`config.mk`:
```
export PLATFORM = sky130hd
export DESIGN_NAME = sidf_cnt_tree
export DESIGN_NICKNAME = d
export VERILOG_FILES = /design/src/hdl/sorted_id_set_with_free_pick_defines.svh /design/src/hdl/sidf_cnt_tree.sv
export SDC_FILE = /design/constraint.sdc
export NUM_CORES = 1
export LEC_CHECK = 0
export BUFFER_PORTS_ARGS = -buffer_cell sky130_fd_sc_hd__buf_2
export CELL_PAD_IN_SITES_DETAIL_PLACEMENT = 0
export CELL_PAD_IN_SITES_GLOBAL_PLACEMENT = 1
export CORE_UTILIZATION = 42
export CTS_CLUSTER_DIAMETER = 40
export DETAILED_ROUTE_END_ITERATION = 8
export PLACE_DENSITY = 0.77
export SLEW_MARGIN = 15
export SYNTH_ARGS = -nofsm -noshare
export SYNTH_HDL_FRONTEND = slang
export SYNTH_SLANG_ARGS = --single-unit
```
`constraint.sdc`:
```
create_clock -name i_clk -period 1.6 [get_ports i_clk]
set_clock_uncertainty 0.1 [all_clocks]
set_input_delay 0.16 -clock i_clk [delete_from_list [all_inputs] [get_ports i_clk]]
set_output_delay 0.16 -clock i_clk [all_outputs]
set_load 0.005 [all_outputs]
```
`src/hdl/sorted_id_set_with_free_pick_defines.svh`:
```
// ----------------------------------------------------------------------------
// Sorted ID set - assertion macros
// Shared concurrent assertion forms; they expect i_clk and i_rst_n in scope.
// ----------------------------------------------------------------------------
`ifndef SORTED_ID_SET_WITH_FREE_PICK_DEFINES_SVH
`define SORTED_ID_SET_WITH_FREE_PICK_DEFINES_SVH

// same-cycle implication
`define SIDF_ASSERT_IMP(label, ante, cons, msg) \
    label: assert property (@(posedge i_clk) disable iff (!i_rst_n) (ante) |-> (cons)) \
        else $error(msg);

// next-cycle implication
`define SIDF_ASSERT_NXT(label, ante, cons, msg) \
    label: assert property (@(posedge i_clk) disable iff (!i_rst_n) (ante) |=> (cons)) \
        else $error(msg);

`endif

```
`src/hdl/sidf_cnt_tree.sv`:
```
// ----------------------------------------------------------------------------
// Sorted ID set - count tree
// Registered binary adder tree counting set flags; one level per cycle.
// ----------------------------------------------------------------------------
module sidf_cnt_tree #(
    parameter int N  = 64,
    parameter int SW = 7
) (
    input  logic          i_clk,
    input  logic [N-1:0]  i_leaf,
    output logic [SW-1:0] o_sum
);

    localparam int NP = 2 ** $clog2(N);

    logic [NP-1:0] w_leaf;
    logic [SW-1:0] r_sum [NP-1];

    assign w_leaf = NP'(i_leaf);

    // heap order: node i has children 2i+1 and 2i+2, leaves start at NP-1
    for (genvar i = 0; i < NP - 1; i++) begin : g_node
        if (2 * i + 1 >= NP - 1) begin : g_bottom
            always_ff @(posedge i_clk) begin
                r_sum[i] <= SW'(w_leaf[2 * i + 1 - (NP - 1)])
                          + SW'(w_leaf[2 * i + 2 - (NP - 1)]);
            end
        end else begin : g_inner
            always_ff @(posedge i_clk) begin
                r_sum[i] <= r_sum[2 * i + 1] + r_sum[2 * i + 2];
            end
        end
    end

    assign o_sum = r_sum[0];

endmodule

```
Yosys cells after proc, flatten, opt, wreduce, memory -nomap -nowiden
Memory sizes are Yosys's and may differ from the RTL's.
Index checks and enable logic that the tools add are counted.
W data, S select, Z words.
{"block": "totals", "wordCells": 64, "out_inout_bits": 7, "ram_bits": 441, "ff_bits": 0, "memories": 1, "inputBits": 65}
{"memory": "r_sum", "depth": 63, "word_bits": 7, "rd": 63, "rd_clocked_by_memory_dff": 0, "wr": 63, "line_no": "sidf_cnt_tree.sv:17", "source": "logic [SW-1:0] r_sum [NP-1];"}
{"block": "classes", "n_addsub": 63}
{"operator": "$add A7 B7 Y7", "n": 31}
{"operator": "$add A1 B1 Y2", "n": 32}

Longest topological paths before layout
{"block": "logic_depth", "depth_word": 1, "mapped_depth": 7, "depth_no_buf": 7}

Worst setup path after synthesis
OpenSTA, ideal clock, no wires.
{"block": "synth_path", "kind": "register -> register", "start": "mem r_sum[1][0] (netlist: r_sum[0][7])", "end": "mem r_sum[0][6]", "arrival_time_ps": 1423, "setup_time_ps": 117, "synth_period_minus_slack_ps": 1640, "n_path_buf": 0, "setup_slack_ps": -40, "required_time_ps": 1383, "stages_incl_launch_ff": 7, "path_cell_list": "dfxtp_1 -> ha_1 -> fa_1 -> a211oi_1 -> nor2_1 -> o21ai_0 -> nand2b_1"}
{"item": "from (decl)", "line_no": "sidf_cnt_tree.sv:17"}

==> metrics.md <==
| Metric | Value |
|---|---|
| Outcome | `complete, no violations` |
| CTS Buffer Depth | `2` |
| Largest regs | `r_sum x183` |
| P_sw | `0.00415 W` |
| Achievable Freq | `652 MHz` |
| WL final | `9.28 mm` |
| Crit path kind | `flip-flop to flip-flop` |
| Period Utilization, post-route | `0.959` |
| Hold_ws | `340 ps` |
| Synth Area in Simple Gates | `0.0116` |
| Largest net degree at the start of global routing | `17` |
| Num CTS Buffers | `17` |
| Remaining global-route overflow | `0` |
| Vias in the first global route | `4146` |
| Die span in x | `129 um` |
| Post-synthesis async set-or-reset flop share | `0` |
| Synthesis-to-layout area growth | `33.3%` |
| Via/cell ratio | `4.08` |
| Adder and majority cell fraction of the synthesized area | `0.284` |
| Final worst setup slack | `65.5 ps` |
| P_leak | `4.57 nW` |
| Syn. warnings | `0` |
| Max-Cap Viols | `0` |
| Share of cells above drive strength 1 | `0.158` |
| Initial cell density of the core | `0.428` |
| Total number of vias | `3902` |
| Worst setup SP type | `flip-flop` |
| NumNets Final | `928` |
| Max reg flops | `183` |
| Post-route DRC | `0` |
| First-pass GRT wire length | `16.4 mm` |
| Post-synth top area cell | `dfxtp_1` |
| Unrepaired setup endpoints after global routing | `false` |
| Crit path DAT | `1740 ps` |
| Synth Area in Compound Gates | `0.0547` |
| Largest family of logic cells by synthesized area | `adder cells` |
| Gr usage total | `0.128` |
| Clk slew on worst S/H paths | `60 ps` |
| Critical path data required time | `1810 ps` |
| Total power | `0.0151 W` |
| Count of final hold-check violations | `0` |
| Cell Area, Synth | `6770 sq um` |
| CTS Sinks | `183` |
| Placer Congestion | `0.740` |
| Synth Flop Type | `dfxtp_1` |
| Filler Cells Inserted | `1286` |
| FP Rows | `46` |
| Core Region | `15800 sq um` |
| Sw frac | `0.275` |
| Worst-skew pair later-pin latency | `420 ps` |
| Yosys cell types | `18` |
| DIE HEIGHT | `129 um` |
| Dpl ws | `-43.3 ps` |
| Crit-path max FO | `3` |
| Post-synthesis register bit count | `183` |
| Routed Antenna Nets | `0` |
| Fin. max-slew vios | `0` |
| Multiplexer share of the synthesized area | `0` |
| Mapped Avg Cell Area | `12.4 sq um` |
| Largest Register | `r_sum` |
| Power share of the combinational group | `0.280` |
| Post-synth top area share | `0.541` |
| Max_slew headroom | `0.858` |
| CTS tree | `built` |
| Class of the worst hold path | `flip-flop to flip-flop` |
| Clock share of power | `0.307` |
| Ant. Diodes | `0` |
| Pwr dens | `1670 nW/um^2` |
| Maximum VDD drop | `0.737 mV` |
| DRT Pass-1 Iters | `4` |
| Die area | `16600 sq um` |
| Port Buffers | `71` |
| Htree depth | `4` |
| Post-synthesis xor/xnor area fraction | `0.0297` |
| Actual slew at the worst max-slew pin | `212 ps` |
| Worst Setup End Kind | `flip-flop` |
| Synth top area cells | `dfxtp_1, ha_1, fa_1` |
| Seq/Total Area, Yosys | `0.541` |
| Final min period | `1530 ps` |
| Post-route insts no fill | `957` |
| Int Power | `0.0110 W` |
| Syn nets | `746` |
| Clk root buf | `clkbuf_16` |
| Dpl hpwl | `6.31 mm` |
| EDFF count, synth | `0` |
| Syn Inst Count | `546` |
| Ports | `72` |
| Antenna violations before repair | `0` |
| Initial DRC count | `72` |
| Final setup violation count | `0` |
| Post-Route Utilization | `0.571` |
| Sequential cell fraction of total power | `0.413` |
| Placed cells | `828` |
| DR WL/cell | `9.70 um` |
cell type report:
type                       instances  area (sq um)  share of cell area
multi-input combinational        227          2600               0.288
clock inverter                    15           249              0.0276
clock buffer                      17           425              0.0471
inverter                         129           484              0.0536
tap                              216           270              0.0299
sequential                       183          3660               0.406
timing repair buffer             170          1340               0.148
critical path, cell delays in order, from the launching register on:
cell      delay [ps]
dfxtp_1          300
ha_2             190
fa_2             360
a211oi_2         220
nor2_1            80
o21ai_1          120
nand2b_1          60
cells in the final DEF, fill, tap and decap left out, types with 9 or more instances in the layout:
cell type	count
xnor2_1	20
dfxtp_1	183
clkbuf_16	17
fa_1	29
o21ai_0	9
a21o_1	27
dlygate4sd3_1	96
buf_2	71
inv_1	129
ha_1	101
cells in the mapped netlist (6+ instances only):
master / number
a211oi_1: 6
a21o_1: 27
a21oi_1: 7
buf_4: 7
dfxtp_1: 183
fa_1: 31
ha_1: 104
inv_1: 129
nand2b_1: 6
nor2_1: 6
o21ai_0: 10
xnor2_1: 20
final timing paths:
kind           startpoint            end  slack [ps]  cells after the start
min reg2reg  r_sum[1][28]  r_sum[0][119]         340                      1
min          r_sum[1][28]  r_sum[0][119]         340                      1
max reg2reg   r_sum[0][7]    r_sum[0][6]          70                      6
max           r_sum[0][7]    r_sum[0][6]          70                      6
stage by stage:
| step | setup TNS, ps | area [sq um] |
|---|---|---|
| 2_1_floorplan | 0 | 6780 |
| 3_5_place_dp | -46.1 | 7360 |
| 6_report | 0 | 9030 |
| 3_3_place_gp | 0 | 7360 |
| 5_1_grt | 0 | 9030 |
| 4_1_cts | 0 | 9010 |
timing repair:
action	in CTS	in global routing
pin swaps	1	3
endpoints found under the hold margin	64	0
resized for setup	4	4
hold buffers	96	0
cloned	0	0
setup endpoints to repair	2	4
setup buffers	0	1
per-layer routing:
metal / track usage / up-vias / part of all wire
met3: 0.0424 / 13 / 0.029
met2: 0.239 / 50 / 0.53
met1: 0.127 / 1788 / 0.43
met5: 0 / - / 0
met4: 0.0561 / 0 / 0.015
li1: - / 2051 / -
power by group through the flow:
stage               combinational (W)  sequential (W)  clock, W
floorplan                     0.00307         0.00620         0
global placement              0.00377         0.00631         0
detailed placement            0.00390         0.00635         0
CTS                           0.00425         0.00626   0.00476
global route                  0.00496         0.00635   0.00495
finish                        0.00424         0.00624   0.00464
cell families after synthesis:
family                   Yosys count
flip-flops                       183
buffers and inverters            136
adder cells (fa/ha/maj)          135
AO/OA/AOI/OAI                     54
XOR/XNOR                          23
AND/OR/NAND/NOR                   15
(Power assumes the default switching activity.)
