[config.mk]
export PLATFORM = sky130hd
export DESIGN_NAME = sidf_cell
export DESIGN_NICKNAME = d
export VERILOG_FILES = /design/src/hdl/sorted_id_set_with_free_pick_defines.svh /design/src/hdl/sidf_pkg.sv /design/src/hdl/sidf_cell.sv
export SDC_FILE = /design/constraint.sdc
export NUM_CORES = 1
export LEC_CHECK = 0
export ABC_AREA = 1
export ABC_CLOCK_PERIOD_IN_PS = 4100
export BUFFER_PORTS_ARGS = -buffer_cell sky130_fd_sc_hd__buf_2
export CAP_MARGIN = 20
export CORE_MARGIN = 2
export CORE_UTILIZATION = 46
export DETAILED_ROUTE_END_ITERATION = 6
export PLACE_DENSITY = 0.91
export SKIP_LAST_GASP = 1
export SYNTH_ARGS = -nofsm -noshare
export SYNTH_HDL_FRONTEND = slang
export SYNTH_SLANG_ARGS = --single-unit
[constraint.sdc]
create_clock -name i_clk -period 4.1 [get_ports i_clk]
set_input_delay 1.025 -clock i_clk [delete_from_list [all_inputs] [get_ports i_clk]]
set_output_delay 1.025 -clock i_clk [all_outputs]
set_load 0.05 [all_outputs]
[src/hdl/sorted_id_set_with_free_pick_defines.svh]
// ----------------------------------------------------------------------------
// Sorted ID set - assertion macros
// Shared concurrent assertion forms; they expect i_clk and i_rst_n in scope.
// ----------------------------------------------------------------------------
`ifndef SORTED_ID_SET_WITH_FREE_PICK_DEFINES_SVH
`define SORTED_ID_SET_WITH_FREE_PICK_DEFINES_SVH

// same-cycle implication
`define SIDF_ASSERT_IMP(label, ante, cons, msg) \
    label: assert property (@(posedge i_clk) disable iff (!i_rst_n) (ante) |-> (cons)) \
        else $error(msg);

// next-cycle implication
`define SIDF_ASSERT_NXT(label, ante, cons, msg) \
    label: assert property (@(posedge i_clk) disable iff (!i_rst_n) (ante) |=> (cons)) \
        else $error(msg);

`endif

[src/hdl/sidf_pkg.sv]
// ----------------------------------------------------------------------------
// Sorted ID set - package
// Field widths, operation codes, cell link types and controller states.
// ----------------------------------------------------------------------------
package sidf_pkg;

    localparam int VAL_W      = 32;
    localparam int MODE_W     = 2;
    localparam int RES_W      = 7;
    localparam int IN_DATA_W  = 32;
    localparam int OUT_DATA_W = 16;

    // operation codes (tuser of the input stream)
    localparam logic [MODE_W-1:0] MODE_ADD    = 2'd0;
    localparam logic [MODE_W-1:0] MODE_REMOVE = 2'd1;
    localparam logic [MODE_W-1:0] MODE_FIND   = 2'd2;

    // what one cell shows its neighbors
    typedef struct packed {
        logic             occ;
        logic             lt;
        logic [VAL_W-1:0] val;
    } t_link;

    // broadcast control to every cell
    typedef struct packed {
        logic cmp;
        logic add;
        logic rem;
    } t_cell_ctrl;

    typedef enum logic [4:0] {
        S_IDLE = 5'b00001,
        S_CMP  = 5'b00010,
        S_UPD  = 5'b00100,
        S_CALC = 5'b01000,
        S_HOLD = 5'b10000
    } t_state;

endpackage

[src/hdl/sidf_cell.sv]
// ----------------------------------------------------------------------------
// Sorted ID set - storage cell
// Holds one sorted entry, compares it with the broadcast value and shifts
// left or right with its neighbors on insert or remove.
// ----------------------------------------------------------------------------
module sidf_cell
    import sidf_pkg::*;
#(
    parameter int IDX = 0
) (
    input  logic             i_clk,
    input  logic             i_rst_n,
    input  t_cell_ctrl       i_ctrl,
    input  logic [VAL_W-1:0] i_value,
    input  logic             i_zero,    // cell 0 holds the value 0
    input  t_link            i_left,
    input  t_link            i_right,
    output t_link            o_link,
    output logic             o_eq,
    output logic             o_tight
);

    logic             r_occ, n_occ;
    logic             r_lt, n_lt;
    logic             r_eq, n_eq;
    logic [VAL_W-1:0] r_val, n_val;

    // compare, then insert/remove shifting
    always_comb begin
        n_lt  = r_lt;
        n_eq  = r_eq;
        n_val = r_val;
        n_occ = r_occ;
        if (i_ctrl.cmp) begin
            n_lt = r_occ && (r_val < i_value);
            n_eq = r_occ && (r_val == i_value);
        end
        if (i_ctrl.add && !r_lt) begin
            if (i_left.lt) begin
                n_val = i_value;
                n_occ = 1'b1;
            end else begin
                n_val = i_left.val;
                n_occ = i_left.occ;
            end
        end
        if (i_ctrl.rem && !r_lt) begin
            n_val = i_right.val;
            n_occ = i_right.occ;
        end
    end

    always_ff @(posedge i_clk) begin
        if (!i_rst_n) begin
            r_occ <= 1'b0;
            r_lt  <= 1'b0;
            r_eq  <= 1'b0;
        end else begin
            r_occ <= n_occ;
            r_lt  <= n_lt;
            r_eq  <= n_eq;
        end
    end

    always_ff @(posedge i_clk) begin
        r_val <= n_val;
    end

    // entry sits on the run 1,2,3,... (shifted by one when a zero is held)
    always_comb begin
        if (i_zero) begin
            o_tight = r_occ && (IDX != 0) && (r_val == VAL_W'(IDX));
        end else begin
            o_tight = r_occ && (r_val == VAL_W'(IDX + 1));
        end
    end

    assign o_link = '{occ: r_occ, lt: r_lt, val: r_val};
    assign o_eq   = r_eq;

endmodule

[Word-level counts from Yosys, hierarchy flattened]
Index checks and enable logic that the tools add are counted.
Word-level totals
  logic and storage cells: 21
  output and inout bits: 36
  bits in registers: 35
  input bits: 106
Cells by class
  muxes and demuxes: 7
  equality and inequality tests: 2
  reductions and logical operators: 7
  order comparisons: 1
Operators with widths (number)
  $mux W32: 3
  $eq A32 B1 Y1 const B: 1
  $eq A32 B32 Y1: 1
  $lt A32 B32 Y1: 1
  $logic_and A1 B1 Y1: 5
  $mux W1: 4
  $reduce_bool A2 Y1: 1
  $logic_not A1 Y1: 1

[Depth between registers and ports, before layout]
Gate-level depths: netlist of the first run.
  depth after elaboration: 4
  depth in mapped cells: 14
  gate-level depth less buffers: 14

[Worst setup path before layout of the first run]
No wires, ideal clock.
  path kind: input -> register
  from: input i_ctrl[0] (netlist name)
  to: register r_occ
  path buffers: 0
  arrival time: 3226 ps
  library setup time: 70 ps
  data required time: 4030 ps
  cell stages on the path: 6
  path slack: 804 ps
  cell sequence: inv_1 > a21oi_1 > inv_1 > a21oi_1 > o21ai_1 > a21oi_1
On the way
  longest elaborated chain between the ends: 2
  elaborated cells on any way between the ends: 3
  classes of those cells: mux: 1; reduce/logical: 2
RTL lines
  start: declaration: line sidf_cell.sv:13  | input t_cell_ctrl i_ctrl,
  $logic_and A1 B1 Y1 (*): line sidf_cell.sv:47  | if (i_ctrl.rem && !r_lt) begin
  $mux W1 / $reduce_bool A2 Y1 (equally long branches)
  end signal: assignment: line sidf_cell.sv:59  | r_occ <= n_occ;
  end: declaration: line sidf_cell.sv:23  | logic r_occ, n_occ;
Mark *: on every way between the ends. The rest lies on a longest branch, timed or not.
A chain may end at the register's enable or synchronous reset.

[Worst setup path after layout of the first run]
  from: register r_val[5]
  to: output o_tight
On the way
  longest elaborated chain between the ends: 3
RTL lines
  start: declaration: line sidf_cell.sv:26  | logic [VAL_W-1:0] r_val, n_val;
  start signal: assignment: line sidf_cell.sv:66  | r_val <= n_val;
  $eq A32 B1 Y1: line sidf_cell.sv:74  | o_tight = r_occ && (r_val == VAL_W'(IDX + 1));
  $logic_and A1 B1 Y1: line sidf_cell.sv:74
  $mux W1: line sidf_cell.sv:71  | if (i_zero) begin
  end: declaration: line sidf_cell.sv:20  | output logic o_tight
No other way between the ends.

==> results of run 1 <==
==> flip-flops by register name (all words and copies together) (netlist names) <==
name and count:
r_occ 1, r_lt 1, r_val 32, o_eq 1
==> power breakdown <==
group | switching [mW] | internal, mW | leakage, nW
clock network | 0.128 | 0.119 | 0.0422
registers | 0.0350 | 0.441 | 0.345
logic | 0.295 | 0.138 | 1.47
total | 0.458 | 0.698 | 1.85
==> final cells by class <==
| class | count | share of cell area [%] |
|---|---|---|
| tap | 72 | 2.57 |
| inverter | 48 | 5.14 |
| clock inverter | 1 | 0.143 |
| sequential | 35 | 29.1 |
| multi-input combinational | 257 | 40.4 |
| timing repair buffer | 142 | 20.4 |
| clock buffer | 7 | 2.18 |
==> metal layers <==
metal / track usage, % / wire length [um] / vias to the layer above
met5: 0 / 0 / -
met4: 7.63 / 114 / 0
met3: 6.07 / 624 / 15
met2: 48.9 / 4160 / 141
met1: 26.5 / 3150 / 1348
li1: - / - / 1455
==> worst max-delay path, stage by stage (launching register included) <==
cell,delay [ps]
sky130_fd_sc_hd__edfxtp_1,440
sky130_fd_sc_hd__nor4_1,340
sky130_fd_sc_hd__and2_0,210
sky130_fd_sc_hd__nand4_1,130
sky130_fd_sc_hd__nor3_2,150
sky130_fd_sc_hd__buf_2,290
==> cell usage in the layout, fill, tap and decap left out, drive strengths merged <==
cell    instances
nor4            5
a21oi          82
edfxtp         32
nand3           5
o21ai           3
clkinv          1
clkbuf          7
a21o            1
inv            48
or4             1
ha             32
dfxtp           3
nor2           50
nand4           5
nand2          70
buf           142
and2            1
nor3            2
==> per-stage QoR <==
stage                     worst slack [ps]  instances  hold slack [ps]  instance area [um2]
final                                 1220        562              489                 3510
after global routing                  1140        562              512                 3510
after CTS                             1200        562              492                 3510
after detailed placement              1260        554              480                 3420
after global placement                1300        554              449                 3420
after floorplan                        804        355              478                 2690
==> worst min-delay path by stage <==
stage                      end  slack [ps]  depth (start not counted)
after floorplan           r_lt         480                          2
after global placement    o_eq         450                          2
after detailed placement  o_eq         480                          2
after CTS                 o_eq         490                          2
after global routing      o_eq         510                          2
final                     o_eq         490                          2
==> kinds of logic after synthesis <==
kind of cell	Yosys count
fa+ha+maj	32
simple gates	139
buf+inv	63
flops	35
compound gates	86
==> impl_metrics.sql, run 1 <==
INSERT INTO impl_metrics (metric_group, metric, value, unit) VALUES
('grt', 'global_route.usage.total', '25.2', '%'),
('floorplan', 'starting_density_of_the_core', '48.2', '%'),
('synth', 'post_synthesis_net_count', '493', ''),
('sta', 'final-hold-violation-count', '0', ''),
('sta', 'timing.final.max_slew_violations', '0', ''),
('power', 'finalPower', '1.16', 'mW'),
('worst_setup_path', 'r2r_start', 'r_val[23]', ''),
('final_layout', 'area_delta_synth_final', '30.6', '%'),
('synth', 'post-synth-top-count-cell', 'sky130_fd_sc_hd__a21oi_1', ''),
('clock_tree', 'htree_levels', '2', ''),
('synth', 'synth-edff-count', '32', ''),
('worst_setup_path', 'critical_path_class', 'register to output pin', ''),
('sta', 'unrepaired_setup_endpoints_after_global_routing', 'false', ''),
('worst_setup_path', 'critPathCaptureType', 'output pin', ''),
('worst_hold_path', 'worst_min_delay_path_class', 'register to register', ''),
('clock_tree', 'cts.repair.resized', '0', ''),
('synth', 'synth_cells', '355', ''),
('power', 'p_leak', '1.85', 'nW'),
('synth', 'syn_area', '2690', 'um2'),
('final_layout', 'final_layout_size_suffix_gt1_share', '31.2', '%'),
('route', 'drc', '0', ''),
('clock_tree', 'post_cts_setup_buffer_count', '0', ''),
('route', 'via_count', '2959', ''),
('route', 'detail_route.vias_per_cell', '5.27', ''),
('clock_tree', 'clock-root-buffer', 'sky130_fd_sc_hd__clkbuf_8', ''),
('sta', 'setup_tns', '0', 'ps'),
('place', 'hpwl', '6120', 'um'),
('clock_tree', 'clk_pin_slew', '70', 'ps'),
('worst_setup_path', 'r2r-end', 'o_eq', ''),
('place', 'buffer_ports.inserted', '140', ''),
('worst_hold_path', 'hp-start', 'o_eq', ''),
('synth', 'synth_cell_type_count', '22', ''),
('worst_setup_path', 'crit_path_start_kind', 'register', ''),
('final_layout', 'multiInputGateArea', '1420', 'um2'),
('outcome', 'run_status', 'complete, no violations', ''),
('synth', 'ys_top_cells_by_area', 'sky130_fd_sc_hd__edfxtp_1 36%, sky130_fd_sc_hd__a21oi_1 15%, sky130_fd_sc_hd__ha_1 15%, sky130_fd_sc_hd__nand2_1 9.8%, sky130_fd_sc_hd__nor2_1 6.8%', ''),
('final_layout', 'final_nets', '627', ''),
('worst_setup_path', 'worst-endpoint-arrival', '1850', 'ps'),
('synth', 'postSynth.topFlopCell', 'sky130_fd_sc_hd__edfxtp_1', ''),
('floorplan', 'die-area', '6460', 'um2'),
('sta', 'final.period_utilization', '70.2', '%'),
('final_layout', 'diodes', '0', ''),
('synth', 'synth_top_family_by_area', 'simple AND/OR/NAND/NOR gates', ''),
('floorplan', 'io_pins', '142', ''),
('sta', 'finClkSkew', '5.38', 'ps'),
('power', 'vdd_drop_max', '212', 'uV'),
('synth', 'synth.area.mux_share', '0', '%'),
('floorplan', 'die_width', '80.4', 'um'),
('sta', 'timing.slew.headroom', '27.0', '%'),
('job', 'maxCapViolCount', '0', ''),
('worst_setup_path', 'critical_path.startpoint', 'r_val[5]', ''),
('floorplan', 'die_height', '80.4', 'um'),
('synth', 'synthXorXnorAreaFrac', '0', '%'),
('sta', 'setup_viol', '0', ''),
('floorplan', 'coreArea', '5570', 'um2'),
('clock_tree', 'cts_buffer_depth', '2', ''),
('clock_tree', 'num_cts_buffers', '5', ''),
('clock_tree', 'worstSkewPairLatency', '290', 'ps'),
('grt', 'first_global_vias', '2960', ''),
('synth', 'synth_common_cells', '82 x sky130_fd_sc_hd__a21oi_1, 70 x sky130_fd_sc_hd__nand2_1, 49 x sky130_fd_sc_hd__nor2_1, 47 x sky130_fd_sc_hd__inv_1', ''),
('grt', 'grt_start_max_net_pins', '35', ''),
('route', 'antenna_nets_post_route', '0', ''),
('floorplan', 'core.rowCount', '27', ''),
('grt', 'initial_antenna_violation_count', '0', ''),
('grt', 'grt_first_pass_wirelength', '12600', 'um'),
('sta', 'fmax', '0.347', 'GHz'),
('route', 'drt_first_iter_violations', '183', ''),
('place', 'gp_routability_congestion', '0.802', ''),
('sta', 'tightestPinTransition', '1090', 'ps'),
('synth', 'synth-compound-area-share', '16.1', '%'),
('route', 'routed_wirelength', '8050', 'um');
(Power assumes the default switching activity.)
==> run 2, diff against run 1 <==
- ABC_CLOCK_PERIOD_IN_PS: 4100 -> 2300
- CORE_UTILIZATION: 46 -> 41
- PLACE_DENSITY: 0.91 -> 0.86
- clock period: 4.1 -> 2.3 ns (I/O delays scaled with it)
==> impl_metrics.sql, run 2 (synthesis results as in run 1) <==
INSERT INTO impl_metrics (metric_group, metric, value, unit) VALUES
('outcome', 'run_status', 'complete, no violations', ''),
('place', 'placed_area', '3470', 'um2'),
('floorplan', 'coreArea', '6350', 'um2'),
('floorplan', 'die_width', '84.9', 'um'),
('sta', 'finalCriticalPeriod', '2300', 'ps'),
('route', 'drc', '0', ''),
('final_layout', 'final_nets', '633', ''),
('floorplan', 'io_pins', '142', ''),
('sta', 'final.period_utilization', '99.8', '%'),
('worst_setup_path', 'largest_fanout_on_the_critical_path', '2', ''),
('route', 'drt_first_iter_violations', '108', ''),
('worst_setup_path', 'worst_path_max_delay_cell', 'sky130_fd_sc_hd__edfxtp_1', ''),
('clock_tree', 'worstSkewPairLatency', '290', 'ps'),
('worst_setup_path', 'timing.reg2reg.setup_slack', '600', 'ps'),
('worst_hold_path', 'end_of_the_worst_hold_path', 'o_eq', ''),
('sta', 'timing.final.max_slew_violations', '0', ''),
('power', 'p_leak', '1.90', 'nW'),
('sta', 'final-hold-violation-count', '0', ''),
('place', 'numPlacedInstances', '563', ''),
('clock_tree', 'clk_pin_slew', '80', 'ps'),
('worst_setup_path', 'worst-endpoint-required', '1730', 'ps'),
('grt', 'grt_first_pass_wirelength', '12700', 'um'),
('clock_tree', 'num_cts_buffers', '5', ''),
('sta', 'setup_viol', '0', ''),
('final_layout', 'register_name_with_the_most_flops', 'r_val', ''),
('worst_setup_path', 'worst-endpoint-arrival', '1720', 'ps'),
('worst_setup_path', 'worstPathCellList', 'nor4_4, and2_1, nand4_1, nor3_4, buf_6', ''),
('final_layout', 'largest_reg_flops', '32', ''),
('worst_setup_path', 'critPathBufInv', '1', ''),
('final_layout', 'final_std_cell_area_no_fill', '3600', 'um2'),
('floorplan', 'die-area', '7210', 'um2'),
('worst_setup_path', 'crit_path_start_kind', 'register', ''),
('floorplan', 'core.rowCount', '29', ''),
('final_layout', 'area_delta_synth_final', '34.0', '%'),
('grt', 'initial_antenna_violation_count', '0', ''),
('power', 'vdd_drop_max', '329', 'uV'),
('final_layout', 'final_layout_size_suffix_gt1_share', '32.9', '%'),
('route', 'firstDrtPassIters', '5', ''),
('final_layout', 'layout_commonest_cell', 'sky130_fd_sc_hd__buf_2', ''),
('floorplan', 'die_height', '84.9', 'um'),
('final_layout', 'layout.filler_cells', '608', ''),
('final_layout', 'layout.cells.most_common_list', '139 x sky130_fd_sc_hd__buf_2, 81 x sky130_fd_sc_hd__a21oi_1, 70 x sky130_fd_sc_hd__nand2_1', ''),
('place', 'hpwl', '6200', 'um'),
('sta', 'setup_tns', '0', 'ps'),
('route', 'via_count', '2881', ''),
('worst_hold_path', 'worst_hold_path.num_cells', '2', ''),
('final_layout', 'diodes', '0', ''),
('worst_setup_path', 'r2r_start', 'r_val[9]', ''),
('route', 'routed_wirelength_normalized_by_instance_count', '13.4', 'um'),
('route', 'antenna_nets_post_route', '0', ''),
('grt', 'grt_overflow_total', '0', ''),
('route', 'detail_route.vias_per_cell', '5.03', ''),
('route', 'routed_wirelength', '7700', 'um'),
('floorplan', 'starting_density_of_the_core', '42.3', '%'),
('clock_tree', 'clock-root-buffer', 'sky130_fd_sc_hd__clkbuf_8', ''),
('grt', 'global_route.usage.total', '21.6', '%'),
('sta', 'fmax', '0.436', 'GHz'),
('sta', 'hold_ws', '499', 'ps'),
('place', 'gp_routability_congestion', '0.819', ''),
('worst_setup_path', 'critPathCaptureType', 'output pin', ''),
('grt', 'grt.busiest_layer', 'met2', ''),
('sta', 'unrepaired_setup_endpoints_after_global_routing', 'true', ''),
('job', 'maxCapViolCount', '0', ''),
('worst_setup_path', 'cpLargestDelayFamily', 'simple AND/OR/NAND/NOR gates', ''),
('power', 'finalPower', '2.08', 'mW'),
('final_layout', 'final-instance-count-excl-fill', '573', ''),
('worst_setup_path', 'cpPeakStageDelay', '450', 'ps'),
('grt', 'grt_start_max_net_pins', '35', ''),
('worst_setup_path', 'worst-r2r-cell-count', '11', ''),
('place', 'buffer_ports.inserted', '140', ''),
('power', 'cellPowerDensity', '578', 'nW/um2'),
('clock_tree', 'htree_levels', '2', ''),
('sta', 'tightestPinTransition', '589', 'ps'),
('sta', 'finClkSkew', '7.48', 'ps'),
('grt', 'grtUsageMet2', '41.6', '%'),
('worst_hold_path', 'hp-start', 'o_eq', ''),
('worst_hold_path', 'worst_min_delay_path_class', 'register to register', ''),
('worst_setup_path', 'r2r-end', 'r_lt', ''),
('clock_tree', 'cts_buffer_depth', '2', ''),
('grt', 'grtUsageMet3', '4.67', '%'),
('grt', 'globalRouteMet1Util', '23.6', '%'),
('worst_setup_path', 'critical_path_class', 'register to output pin', ''),
('sta', 'timing.slew.headroom', '60.7', '%'),
('clock_tree', 'tritoncts', 'built', ''),
('grt', 'first_global_vias', '2973', ''),
('clock_tree', 'clock_sink_count', '35', '');
-- run 2: cell types whose count changed in the layout (fill, tap and decap cells not counted), sizes merged --
cell,delta
buf,+6
clkbuf,-2
clkinvlp,+2
-- run 2: worst max-delay path by stage --
stage                   start  slack, ps  depth (start not counted)      end
floorplan           r_val[22]         10                          2  o_tight
detailed placement   r_val[5]        130                          5  o_tight
finish               r_val[9]          5                          5  o_tight
global placement     r_val[5]        150                          5  o_tight
global route         r_val[9]       -130                          5  o_tight
CTS                  r_val[9]         -2                          5  o_tight
-- run 2: layout make-up --
type                            instances  area, um2  area share [%]
Clock buffer                            5       68.8            1.91
Timing Repair Buffer                  148        767            21.3
Inverter                               48        180            5.01
Multi-Input combinational cell        257       1450            40.2
Sequential cell                        35       1020            28.4
Clock inverter                          3       20.0           0.556
Tap cell                               77       96.3            2.68
-- run 2: worst reg2reg max path, cell delays in order (launching register included) --
cell and delay (ps):
sky130_fd_sc_hd__edfxtp_1 450, sky130_fd_sc_hd__buf_4 170, sky130_fd_sc_hd__ha_1 280, sky130_fd_sc_hd__nand2_1 70, sky130_fd_sc_hd__nand2_1 50, sky130_fd_sc_hd__nand3_1 60, sky130_fd_sc_hd__nand2_1 50, sky130_fd_sc_hd__a21oi_1 160
sky130_fd_sc_hd__nand2_1 100, sky130_fd_sc_hd__nand2_1 60, sky130_fd_sc_hd__nand2_1 50, sky130_fd_sc_hd__a21oi_1 130
-- run 2: stage by stage --
| stage | utilization, % | setup WS [ps] |
|---|---|---|
| 2_1_floorplan | - | 13.4 |
| 3_5_place_dp | 54.6 | 131 |
| 4_1_cts | 56.5 | -1.99 |
| 6_report | 56.7 | 4.58 |
| 3_3_place_gp | 54.6 | 145 |
| 5_1_grt | 56.7 | -129 |
-- run 2: power breakdown --
group / switching (mW) / internal (mW)
clock network: 0.240 / 0.211
logic: 0.526 / 0.256
registers: 0.0625 / 0.785
total: 0.828 / 1.25
-- run 2: repair_timing --
action                     CTS  global route
setup endpoints to repair    1             1
hold buffers                 0             0
gates resized for setup      5             1
gates cloned                 0             0
setup buffers                2             0
pin swaps                    1             0
-- run 2: per-layer routing --
metal | wire length (um) | vias to the layer above
met1 | 3020 | 1293
li1 | - | 1465
met3 | 609 | 7
met4 | 93 | 0
met5 | 0 | -
met2 | 3970 | 116
